--- config.mk ---
export PLATFORM = sky130hd
export DESIGN_NAME = gbs_ctrl
export DESIGN_NICKNAME = d
export VERILOG_FILES = /design/src/hw/rtl/gbs_pkg.sv /design/src/hw/rtl/gbs_ctrl.sv
export SDC_FILE = /design/constraint.sdc
export NUM_CORES = 1
export LEC_CHECK = 0
export ABC_CLOCK_PERIOD_IN_PS = 3100
export BUFFER_PORTS_ARGS = -buffer_cell sky130_fd_sc_hd__buf_2
export CAP_MARGIN = 10
export CORE_AREA = 3 3 40 42
export CTS_BUF_LIST = sky130_fd_sc_hd__clkbuf_4 sky130_fd_sc_hd__clkbuf_8
export DETAILED_ROUTE_END_ITERATION = 6
export DIE_AREA = 0 0 43 45
export SYNTH_ARGS = -nofsm -noshare
export SYNTH_HDL_FRONTEND = slang
export SYNTH_SLANG_ARGS = --single-unit
--- constraint.sdc ---
create_clock -name i_clk -period 3.1 [get_ports i_clk]
set_input_delay 0.155 -clock i_clk [delete_from_list [all_inputs] [get_ports i_clk]]
set_output_delay 0.155 -clock i_clk [all_outputs]
set_load 0.02 [all_outputs]
--- src/hw/rtl/gbs_pkg.sv ---
// Shared types and constants for the greedy box suppression block.
// No dependencies.
package gbs_pkg;

    localparam int CORNER_W = 16;
    localparam int SCORE_W  = 16;
    localparam int LIMIT_W  = 16;
    localparam int INDEX_W  = 13;
    localparam int CFG_IDX_W = 2;

    localparam logic [CFG_IDX_W-1:0] CFG_IOU_LIMIT   = 2'd0;
    localparam logic [CFG_IDX_W-1:0] CFG_SCORE_LIMIT = 2'd1;

    localparam logic [LIMIT_W-1:0] IOU_LIMIT_RST   = 16'd19661;
    localparam logic [LIMIT_W-1:0] SCORE_LIMIT_RST = 16'd39322;

    typedef struct packed {
        logic signed [CORNER_W-1:0] box_left;
        logic signed [CORNER_W-1:0] box_top;
        logic signed [CORNER_W-1:0] box_right;
        logic signed [CORNER_W-1:0] box_bottom;
        logic        [SCORE_W-1:0]  box_score;
        logic                       set_end;
    } t_box_in;

    typedef struct packed {
        logic [INDEX_W-1:0] kept_index;
        logic               none_kept;
        logic               truncated;
        logic               run_end;
    } t_result;

    typedef enum logic [1:0] {
        SW_INIT,
        SW_SELECT,
        SW_SUPP
    } t_sweep;

    typedef enum logic [3:0] {
        S_LOAD,
        S_INIT_GO,
        S_INIT_WAIT,
        S_SEL_GO,
        S_SEL_WAIT,
        S_DECIDE,
        S_FETCH_RD,
        S_FETCH_LAT,
        S_FETCH_AREA,
        S_SUPP_GO,
        S_SUPP_WAIT
    } t_state;

    typedef struct packed {
        logic   load;
        logic   sweep_start;
        t_sweep kind;
        logic   fetch_rd;
        logic   fetch_lat;
        logic   fetch_area;
        logic   take;
        logic   push;
        logic   push_none;
        logic   push_trunc;
        logic   clr_set;
    } t_cmd;

    typedef struct packed {
        logic sweep_done;
        logic found;
        logic kept_full;
        logic held_any;
        logic out_free;
    } t_stat;

endpackage

--- src/hw/rtl/gbs_ctrl.sv ---
// Controller state machine: load, pending setup, select, fetch, suppress, emit.
// Depends on gbs_pkg.
module gbs_ctrl (
    input  logic           i_clk,
    input  logic           i_rst_n,
    input  logic           i_in_valid,
    input  logic           i_set_end,
    output logic           o_in_stall,
    output gbs_pkg::t_cmd  o_cmd,
    input  gbs_pkg::t_stat i_stat
);
    import gbs_pkg::*;

    t_state r_state, n_state;

    always_ff @(posedge i_clk) begin
        if (!i_rst_n) begin
            r_state <= S_LOAD;
        end else begin
            r_state <= n_state;
        end
    end

    always_comb begin
        n_state = r_state;
        unique case (r_state)
            S_LOAD:       if (i_in_valid && i_set_end) n_state = S_INIT_GO;
            S_INIT_GO:    n_state = S_INIT_WAIT;
            S_INIT_WAIT:  if (i_stat.sweep_done) n_state = S_SEL_GO;
            S_SEL_GO:     n_state = S_SEL_WAIT;
            S_SEL_WAIT:   if (i_stat.sweep_done) n_state = S_DECIDE;
            S_DECIDE: begin
                if (i_stat.found && !i_stat.kept_full && !i_stat.held_any) begin
                    n_state = S_FETCH_RD;
                end else if (i_stat.out_free) begin
                    n_state = (i_stat.found && !i_stat.kept_full) ? S_FETCH_RD : S_LOAD;
                end
            end
            S_FETCH_RD:   n_state = S_FETCH_LAT;
            S_FETCH_LAT:  n_state = S_FETCH_AREA;
            S_FETCH_AREA: n_state = S_SUPP_GO;
            S_SUPP_GO:    n_state = S_SUPP_WAIT;
            S_SUPP_WAIT:  if (i_stat.sweep_done) n_state = S_SEL_GO;
            default:      n_state = S_LOAD;
        endcase
    end

    always_comb begin
        o_cmd      = '0;
        o_cmd.kind = SW_INIT;
        o_in_stall = 1'b1;
        unique case (r_state)
            S_LOAD: begin
                o_in_stall = 1'b0;
                o_cmd.load = i_in_valid;
            end
            S_INIT_GO: begin
                o_cmd.sweep_start = 1'b1;
                o_cmd.kind        = SW_INIT;
            end
            S_SEL_GO: begin
                o_cmd.sweep_start = 1'b1;
                o_cmd.kind        = SW_SELECT;
            end
            S_SUPP_GO: begin
                o_cmd.sweep_start = 1'b1;
                o_cmd.kind        = SW_SUPP;
            end
            S_DECIDE: begin
                if (i_stat.found && !i_stat.kept_full) begin
                    if (!i_stat.held_any) begin
                        o_cmd.take = 1'b1;
                    end else if (i_stat.out_free) begin
                        o_cmd.take = 1'b1;
                        o_cmd.push = 1'b1;
                    end
                end else if (i_stat.out_free) begin
                    o_cmd.push       = 1'b1;
                    o_cmd.clr_set    = 1'b1;
                    o_cmd.push_none  = !i_stat.held_any;
                    o_cmd.push_trunc = i_stat.found;
                end
            end
            S_FETCH_RD:   o_cmd.fetch_rd   = 1'b1;
            S_FETCH_LAT:  o_cmd.fetch_lat  = 1'b1;
            S_FETCH_AREA: o_cmd.fetch_area = 1'b1;
            default: ;
        endcase
    end
endmodule

==> flow_metrics.tcl, run 1 <==
set metrics [dict create \
    required_ns 2.94 \
    skew_ns 0.0008279 \
    start_kind "register" \
    largest_register_ffs 4 \
    drtAntennaViolNets 0 \
    holdPathStages 3 \
    nets 85 \
    die_x_um 43 \
    p_leak_nw 0.2623 \
    synth_seq_cells 4 \
    regMostFlops "r_state" \
    critical-path-max-stage-delay_ns 0.57 \
    root_buffer "clkbuf_4" \
    multi_input_area_sq_um 266.5 \
    drt_iter0_markers 3 \
    cts.path.max_buffers 2 \
    grt_overflow 0 \
    drc 0 \
    io_pins 22 \
    cts_hold_buf 0 \
    combPwrFrac_pct 40.4 \
    r2r_start "r_state[0]" \
    cts-htree-levels 1 \
    fmax_mhz 546.7 \
    seqPwrFrac_pct 35.0 \
    layout_common_cells "buf_2 (21), nor2_1 (7), nor3_1 (6)" \
    timing.final.crit_share_pct 59.00 \
    grt_pass1_vias 395 \
    coreArea_sq_mm 0.001285 \
    status "complete, no violations" \
    cts.repair.resized 0 \
    place_congestion 0.8097 \
    die_area_sq_mm 0.001935 \
    ff2ff_path_depth 4 \
    path_cells "inv_1 -> or3_4 -> nor2_1 -> buf_2" \
    switchingPower_uw 106.9 \
    cts_buffers 3 \
    drt-vias-per-instance 5.157 \
    diodes 0 \
    synth_area_leader_cell "dfxtp_1" \
    reg.largest.list "r_state x4" \
    die_y_um 45 \
    seqCellArea_sq_um 80.08 \
    rows 13 \
    fin_cells 89 \
    antenna_found_initial 0 \
    switching_share_pct 41.79 \
    crit_arrival_ns 1.67 \
    area_delta_synth_final_pct 34.44 \
    filler_cell_count 158 \
    crit_type "register to output port" \
    maxCapViolations 0 \
    layout.cells.most_common "buf_2" \
    internal-power_uw 148.9 \
    grt_pass1_wl_um 1662 \
    post_drt_wl_per_cell_um 11.65 \
    grt_setup_unrepaired "no" \
    drive_gt1_share_pct 37.84 \
    synthCells 54 \
    relSlewSlack_pct 68.82 \
    synth_area_leaders "dfxtp_1 (21%), nor3_1 (7.9%), nor2_1 (7.0%), nor4b_1 (4.6%), a21oi_1 (4.0%)" \
    worstHoldPathType "input port to register" \
    setup_viol 0 \
    worstHoldStart "i_rst_n" \
    slowest_stage "dfxtp_1" \
    clkPwrFrac_pct 24.6 \
    track_usage_pct 11.07 \
    tightest_slew_ns 0.4670 \
    reg2reg_slack_ns 1.42 \
    cts.sinks 4 \
    r2r_end "r_state[3]" \
    grt_max_degree 16 \
    cts_tree "yes" \
    setup_tns_ns 0 \
    drt-total-wl_um 1037 \
    min_to "r_state[1]" \
    hold_viol 0 \
    worstPathMaxFanout 12 \
    clkTransAtPathRegs_ns 0.04 \
    avgSynthCellArea_sq_um 6.997 \
    num_vias 459 \
    synth_nets 63 \
    powerDensity_mw_per_mm2 503.4 \
    synth_top_area_share_pct 21.19 \
    synth_warnings 0 \
    io_buffers 21 \
    synth.distinct_cells 27 \
    start_util_pct 29.41 \
    endpoint_kind "output port" \
    fin_crit_ns 1.829 \
    netlist_area_sq_um 377.9 \
    peakVddDrop_uv 168.1 \
    drv_slew 0 \
    dp_hpwl_um 750.8 \
    ys_seq_area_share_pct 21.19 \
    clk-insertion-delay-late_ns 0.23 \
    dp.cells 86 \
    drtPass1Iterations 2 \
    post_cts_buffers 0 \
]
## critical path: cells and delay by family (launching register included)
family        cells  cell delay [ns]
simple gates      2             0.55
buf+inv           2             0.32
flops             1             0.57
## cell usage after synthesis
library cell and count:
or4_1 1, xor2_1 1, o221a_2 1, a21o_1 1, inv_1 4, o31ai_1 1, clkbuf_1 3, o211a_1 1
o311ai_0 1, nor4b_1 2, o31ai_2 1, a21oi_1 3, nor3b_1 2, buf_2 1, nor2_1 7, o21ai_0 1
a211oi_1 1, or3_4 1, nand3_1 2, o22ai_1 1, mux2i_1 1, dfxtp_1 4, a2111oi_0 1, nor2b_1 1
nand2_1 4, nor3_1 6, nand2b_2 1
## layout make-up
| type | instances | area share [%] |
|---|---|---|
| timing repair buffer | 21 | 20.69 |
| sequential | 4 | 15.76 |
| tap | 15 | 3.695 |
| clock buffer | 3 | 4.433 |
| multi-input combinational | 42 | 52.46 |
| inverter | 4 | 2.956 |
## logic make-up after synthesis
| group | after synthesis | synth area share [%] |
|---|---|---|
| xor gates and xnor gates | 1 | 2.318 |
| DFF | 4 | 21.19 |
| muxes | 1 | 2.649 |
| AOI/OAI and AO/OA | 13 | 26.49 |
| and+or+nand+nor | 27 | 39.08 |
| buffers and inverters | 8 | 8.275 |
## worst max-delay path by stage
| stage | end | from | cells past startpoint | slack [ns] |
|---|---|---|---|---|
| global route | o_cmd[2] | r_state[2] | 5 | 1.12 |
| detailed placement | r_state[3] | r_state[2] | 4 | 1.43 |
| global placement | r_state[3] | r_state[2] | 4 | 1.44 |
| floorplan | o_cmd[11] | r_state[3] | 3 | 1.52 |
| CTS | o_cmd[4] | r_state[2] | 4 | 1.28 |
| finish | o_cmd[4] | r_state[0] | 4 | 1.27 |
## power by group through the flow
stage               Clock (mW)  Sequential, mW  Combinational, mW
floorplan                    0          0.0668             0.0948
CTS                     0.0667          0.0885              0.104
global placement             0          0.0878              0.105
finish                  0.0629          0.0895              0.103
detailed placement           0          0.0894              0.104
global route            0.0687          0.0926              0.113
## stage by stage
step / setup slack, ns / power [mW] / instance area [sq um] / hold slack (ns) / utilization, %
after floorplan: 1.519 / 0.1617 / 377.9 / 0.2711 / -
after global placement: 1.442 / 0.1926 / 485.5 / 0.4301 / 37.78
after detailed placement: 1.432 / 0.1933 / 485.5 / 0.4326 / 37.78
after CTS: 1.281 / 0.2595 / 508.0 / 0.1854 / 39.53
after global routing: 1.116 / 0.2740 / 508.0 / 0.2208 / 39.53
final: 1.271 / 0.2557 / 508.0 / 0.1919 / 39.53
## routing by layer
metal  up-vias  routed length, um  GRT usage (%)
met5         -                  0              0
met4         0                  0          3.614
met3         0                 64          2.390
met2        16                442          17.07
met1       204                530          15.42
li1        239                  -              -
Note: power is estimated with default switching activity, not from simulation.
==> run 2, diff against run 1 <==
ABC_CLOCK_PERIOD_IN_PS = 1800   (was 3100)
clock period = 1.8 ns   (was 3.1 ns; I/O delays follow)
==> run 2 against run 1 <==
Compared with the run above:
- utilization up 2.3 points
- sequential power increased by 40%
- first-iteration DRC count rose by 130%
- critical path depth did not move
- highest routed layer unchanged
==> flow_metrics.tcl, run 2 (synthesized netlist as in run 1, its figures left out) <==
set metrics [dict create \
    critical_path_buf_inv_count 1 \
    r2r_end "r_state[2]" \
    cts_hold_buf 0 \
    worstHoldPathType "input port to register" \
    worstHoldStart "i_rst_n" \
    coreArea_sq_mm 0.001285 \
    io_buffers 21 \
    nets 89 \
    path_cells "nand2b_2 -> or3_4 -> nor2_1 -> buf_2" \
    endpoint_kind "output port" \
    holdPathStages 3 \
    drt-total-wl_um 1030 \
    grt_setup_unrepaired "no" \
    cts-htree-levels 1 \
    cts.repair.resized 0 \
    slowest_stage "dfxtp_1" \
    drive_gt1_share_pct 41.03 \
    grt_pass1_vias 410 \
    combPwrFrac_pct 49.7 \
    drt-vias-per-instance 5.108 \
    fin_crit_ns 1.606 \
    layout_common_cells "buf_2 (21), nor2_1 (7), nor3_1 (6)" \
    reg.largest.list "r_state x4" \
    r2r_start "r_state[2]" \
    diodes 0 \
    start_kind "register" \
    grt_max_degree 12 \
    largest_register_ffs 4 \
    cts.sinks 4 \
    layout.cells.most_common "buf_2" \
    timing.final.crit_share_pct 89.20 \
    peakVddDrop_uv 291.6 \
    skew_ns 0.003749 \
    regMostFlops "r_state" \
    pre_cts_ws_ns 0.2982 \
    use_met3_pct 0 \
    rows 13 \
    grtUsageMet2_pct 18.56 \
    drt_iter0_markers 7 \
    grt_pass1_wl_um 1690 \
    setup_tns_ns 0 \
    critical-path-max-stage-delay_ns 0.49 \
    die_x_um 43 \
    die_y_um 45 \
    cts_buffers 3 \
    die_area_sq_mm 0.001935 \
    filler_cell_count 156 \
    dp_hpwl_um 808.6 \
    post_cts_buffers 0 \
    io_pins 22 \
    drc 0 \
    required_ns 1.71 \
    setup_viol 0 \
    root_buffer "clkbuf_4" \
    fin_ws_ns 0.1945 \
    reg2reg_slack_ns 0.29 \
    seqPwrFrac_pct 27.4 \
    drv_slew 0 \
    fmax_mhz 622.9 \
    crit_arrival_ns 1.52 \
    switching_share_pct 39.96 \
    relSlewSlack_pct 72.46 \
    tightest_slew_ns 0.4099 \
    path_delay_family "simple AND/OR/NAND/NOR gates" \
    worstPathMaxFanout 10 \
    grt_overflow 0 \
    hold_viol 0 \
    status "complete, no violations" \
    crit_type "register to output port" \
    post_drt_wl_per_cell_um 11.08 \
    p_leak_nw 0.2837 \
    powerDensity_mw_per_mm2 844.9 \
    min_to "r_state[1]" \
    drtPass1Iterations 2 \
    cts_tree "yes" \
    switchingPower_uw 181.7 \
    use_met1_pct 15.14 \
    clkTransAtPathRegs_ns 0.04 \
    drtAntennaViolNets 0 \
    place_congestion 0.7962 \
    track_usage_pct 10.65 \
    clk-insertion-delay-late_ns 0.23 \
    area_delta_synth_final_pct 42.38 \
    ff2ff_path_depth 4 \
    top_usage_layer "met2" \
    antenna_found_initial 0 \
    maxCapViolations 0 \
    start_util_pct 29.41 \
    num_vias 475 \
    cts.path.max_buffers 2 \
    internal-power_uw 272.9 \
    clkPwrFrac_pct 22.9 \
]
## run 2: stage by stage
stage | cell area (sq um) | total power [mW] | util [%] | hold WS [ns] | std cells
final | 538.0 | 0.4546 | 41.87 | 0.1307 | 93
after global routing | 538.0 | 0.4886 | 41.87 | 0.1677 | 93
after CTS | 538.0 | 0.4608 | 41.87 | 0.1312 | 93
after detailed placement | 515.5 | 0.3542 | 40.12 | 0.3730 | 90
after global placement | 515.5 | 0.3531 | 40.12 | 0.3644 | 90
after floorplan | 377.9 | 0.2784 | - | 0.2061 | 54
## run 2: cell type report
type | instances | area (sq um) | share of cell area, %
timing repair buffer | 25 | 135.1 | 25.12
inverter | 4 | 15.01 | 2.791
tap | 15 | 18.77 | 3.488
multi-input combinational | 42 | 266.5 | 49.53
sequential | 4 | 80.08 | 14.88
clock buffer | 3 | 22.52 | 4.186
## run 2: how the worst max path moves through the flow
| stage | slack, ns | startpoint | end | cells past startpoint |
|---|---|---|---|---|
| global placement | 0.31 | r_state[2] | r_state[3] | 4 |
| detailed placement | 0.30 | r_state[2] | r_state[2] | 4 |
| finish | 0.19 | r_state[2] | o_cmd[4] | 4 |
| global route | 0.08 | r_state[2] | o_cmd[2] | 5 |
| CTS | 0.20 | r_state[2] | o_cmd[4] | 4 |
| floorplan | 0.28 | r_state[3] | o_cmd[11] | 3 |
## run 2: power groups by stage
stage	sequential [mW]	combinational (mW)	clock (mW)
CTS	0.125	0.229	0.108
global route	0.127	0.248	0.113
global placement	0.125	0.228	0
floorplan	0.115	0.163	0
detailed placement	0.126	0.228	0
finish	0.125	0.226	0.104
## run 2: worst reg2reg max path, stage by stage (launching register included)
cell and delay [ns]:
dfxtp_1 0.49, nand2b_2 0.14, or3_4 0.36, o31ai_2 0.24, mux2i_1 0.21
## run 2: per-layer routing
layer | up-vias | wire [um]
met5 | - | 0
met4 | 0 | 0
met3 | 0 | 67
met2 | 16 | 455
met1 | 212 | 507
li1 | 247 | -
==> run 3, diff against run 2 <==
ABC_CLOCK_PERIOD_IN_PS = 1600   (was 1800)
clock period = 1.6 ns   (was 1.8 ns; I/O delays follow)
==> run 3 against run 2 <==
Compared with the run above:
- cell area is 2.1% higher
- critical path depth unchanged
- global-route usage up 1.6 points
- combinational power rose by 25%
- power up 19%
- wire length grew 5.0%
- clock power increased by 23%
==> flow_metrics.tcl, run 3 (synthesized netlist as in run 1, its figures left out) <==
set metrics [dict create \
    rows 13 \
    dp_hpwl_um 834.2 \
    reg.largest.list "r_state x4" \
    cts.path.max_buffers 2 \
    io_buffers 21 \
    grt_pass1_wl_um 1669 \
    path_common_cell "buf_4" \
    total_power_uw 542.0 \
    grt_overflow 0 \
    setup_viol 0 \
    place_congestion 0.8047 \
    critical_path_buf_inv_count 2 \
    fin_ws_ns 0.01829 \
    root_buffer "clkbuf_4" \
    seqCellArea_sq_um 82.58 \
    drv_slew 0 \
    drt_iter0_markers 6 \
    path_delay_family "simple AND/OR/NAND/NOR gates" \
    track_usage_pct 12.22 \
    start_kind "register" \
    cts_hold_buf 0 \
    holdPathStages 3 \
    fmax_mhz 632.2 \
    critical-path-max-stage-delay_ns 0.51 \
    grt_max_degree 12 \
    worstHoldPathType "input port to register" \
    clkTransAtPathRegs_ns 0.04 \
    die_area_sq_mm 0.001935 \
    path_cells "buf_4 -> or4_4 -> nor2_2 -> buf_4" \
    drtAntennaViolNets 0 \
    cts.sinks 4 \
    final_area_sq_um 549.3 \
    grt_setup_unrepaired "yes" \
    cts_tree "yes" \
    use_met1_pct 13.19 \
    status "complete, no violations" \
    pre_cts_ws_ns 0.1160 \
    num_vias 503 \
    slowest_stage "or4_4" \
    tightest_slew_ns 0.3865 \
    relSlewSlack_pct 74.04 \
    start_util_pct 29.41 \
    drtPass1Iterations 5 \
    ff2ff_path_depth 4 \
    coreArea_sq_mm 0.001285 \
    powerDensity_mw_per_mm2 986.7 \
    diodes 0 \
    cts_buffers 3 \
    worstPathMaxFanout 7 \
    grtUsageMet2_pct 18.86 \
    p_leak_nw 0.2853 \
    nets 89 \
    layout_common_cells "buf_2 (20), nor2_1 (6), nor3_1 (6)" \
    antenna_found_initial 0 \
    drive_gt1_share_pct 46.15 \
    fin_crit_ns 1.582 \
    regMostFlops "r_state" \
    hold_slack_ns 0.1097 \
    die_y_um 45 \
    placed_area_sq_um 515.5 \
    die_x_um 43 \
    filler_cell_count 150 \
    drt-total-wl_um 1081 \
    cts-htree-levels 1 \
    largest_register_ffs 4 \
    required_ns 1.52 \
    crit_arrival_ns 1.50 \
    hold_viol 0 \
    drt-vias-per-instance 5.409 \
    timing.final.crit_share_pct 98.86 \
    multi_input_area_sq_um 272.8 \
    post_cts_buffers 0 \
    io_pins 22 \
    grt_pass1_vias 404 \
    maxCapViolations 0 \
    use_met3_pct 3.187 \
    skew_ns 0.004787 \
    endpoint_kind "output port" \
    layout.cells.most_common "buf_2" \
    top_usage_layer "met2" \
    path_depth 4 \
    crit_type "register to output port" \
    peakVddDrop_uv 243.1 \
    drc 0 \
    post_drt_wl_per_cell_um 11.62 \
    area_delta_synth_final_pct 45.36 \
    clk-insertion-delay-late_ns 0.24 \
]
-- run 3: layer usage --
| layer | wire length, um | vias to the layer above |
|---|---|---|
| li1 | - | 245 |
| met1 | 433 | 224 |
| met2 | 488 | 30 |
| met3 | 132 | 4 |
| met4 | 27 | 0 |
| met5 | 0 | - |
-- run 3: report_power, final --
| group | switching, mW | total (mW) | leakage, nW | internal [mW] |
|---|---|---|---|---|
| registers | 0.0148 | 0.131 | 0.0336 | 0.117 |
| logic | 0.159 | 0.282 | 0.238 | 0.123 |
| clock network | 0.0441 | 0.128 | 0.0138 | 0.0841 |
-- run 3: worst paths after layout --
path              startpoint         end  slack [ns]
setup / recovery  r_state[3]   o_cmd[11]        0.02
hold / removal       i_rst_n  r_state[1]        0.11
setup reg to reg  r_state[3]  r_state[2]        0.12
hold reg to reg   r_state[2]  r_state[1]        0.66
-- run 3: cell type report --
class                           count  area share [%]
Clock buffer                        3           4.100
Sequential cell                     4           15.03
Inverter                            4           2.733
Tap cell                           15           3.417
Timing Repair Buffer               25           25.06
Multi-Input combinational cell     42           49.66
-- run 3: timing repair --
item                                    in CTS  in global routing
pin swaps                                    0                  1
endpoints found under the setup margin       1                  3
resized for setup                            2                  3
-- run 3: worst reg2reg max path, cell delays in order, from the launching register on --
cell and delay, ns:
dfxtp_2 0.34, nand2b_2 0.22, or3_4 0.36, o31ai_2 0.25
mux2i_1 0.22
-- run 3: metrics by stage --
step	instances	utilization (%)	TNS, ns
floorplan	54	-	0
global placement	90	40.12	0
detailed placement	90	40.12	0
CTS	93	42.16	0
global route	93	42.75	-0.02588
finish	93	42.75	0
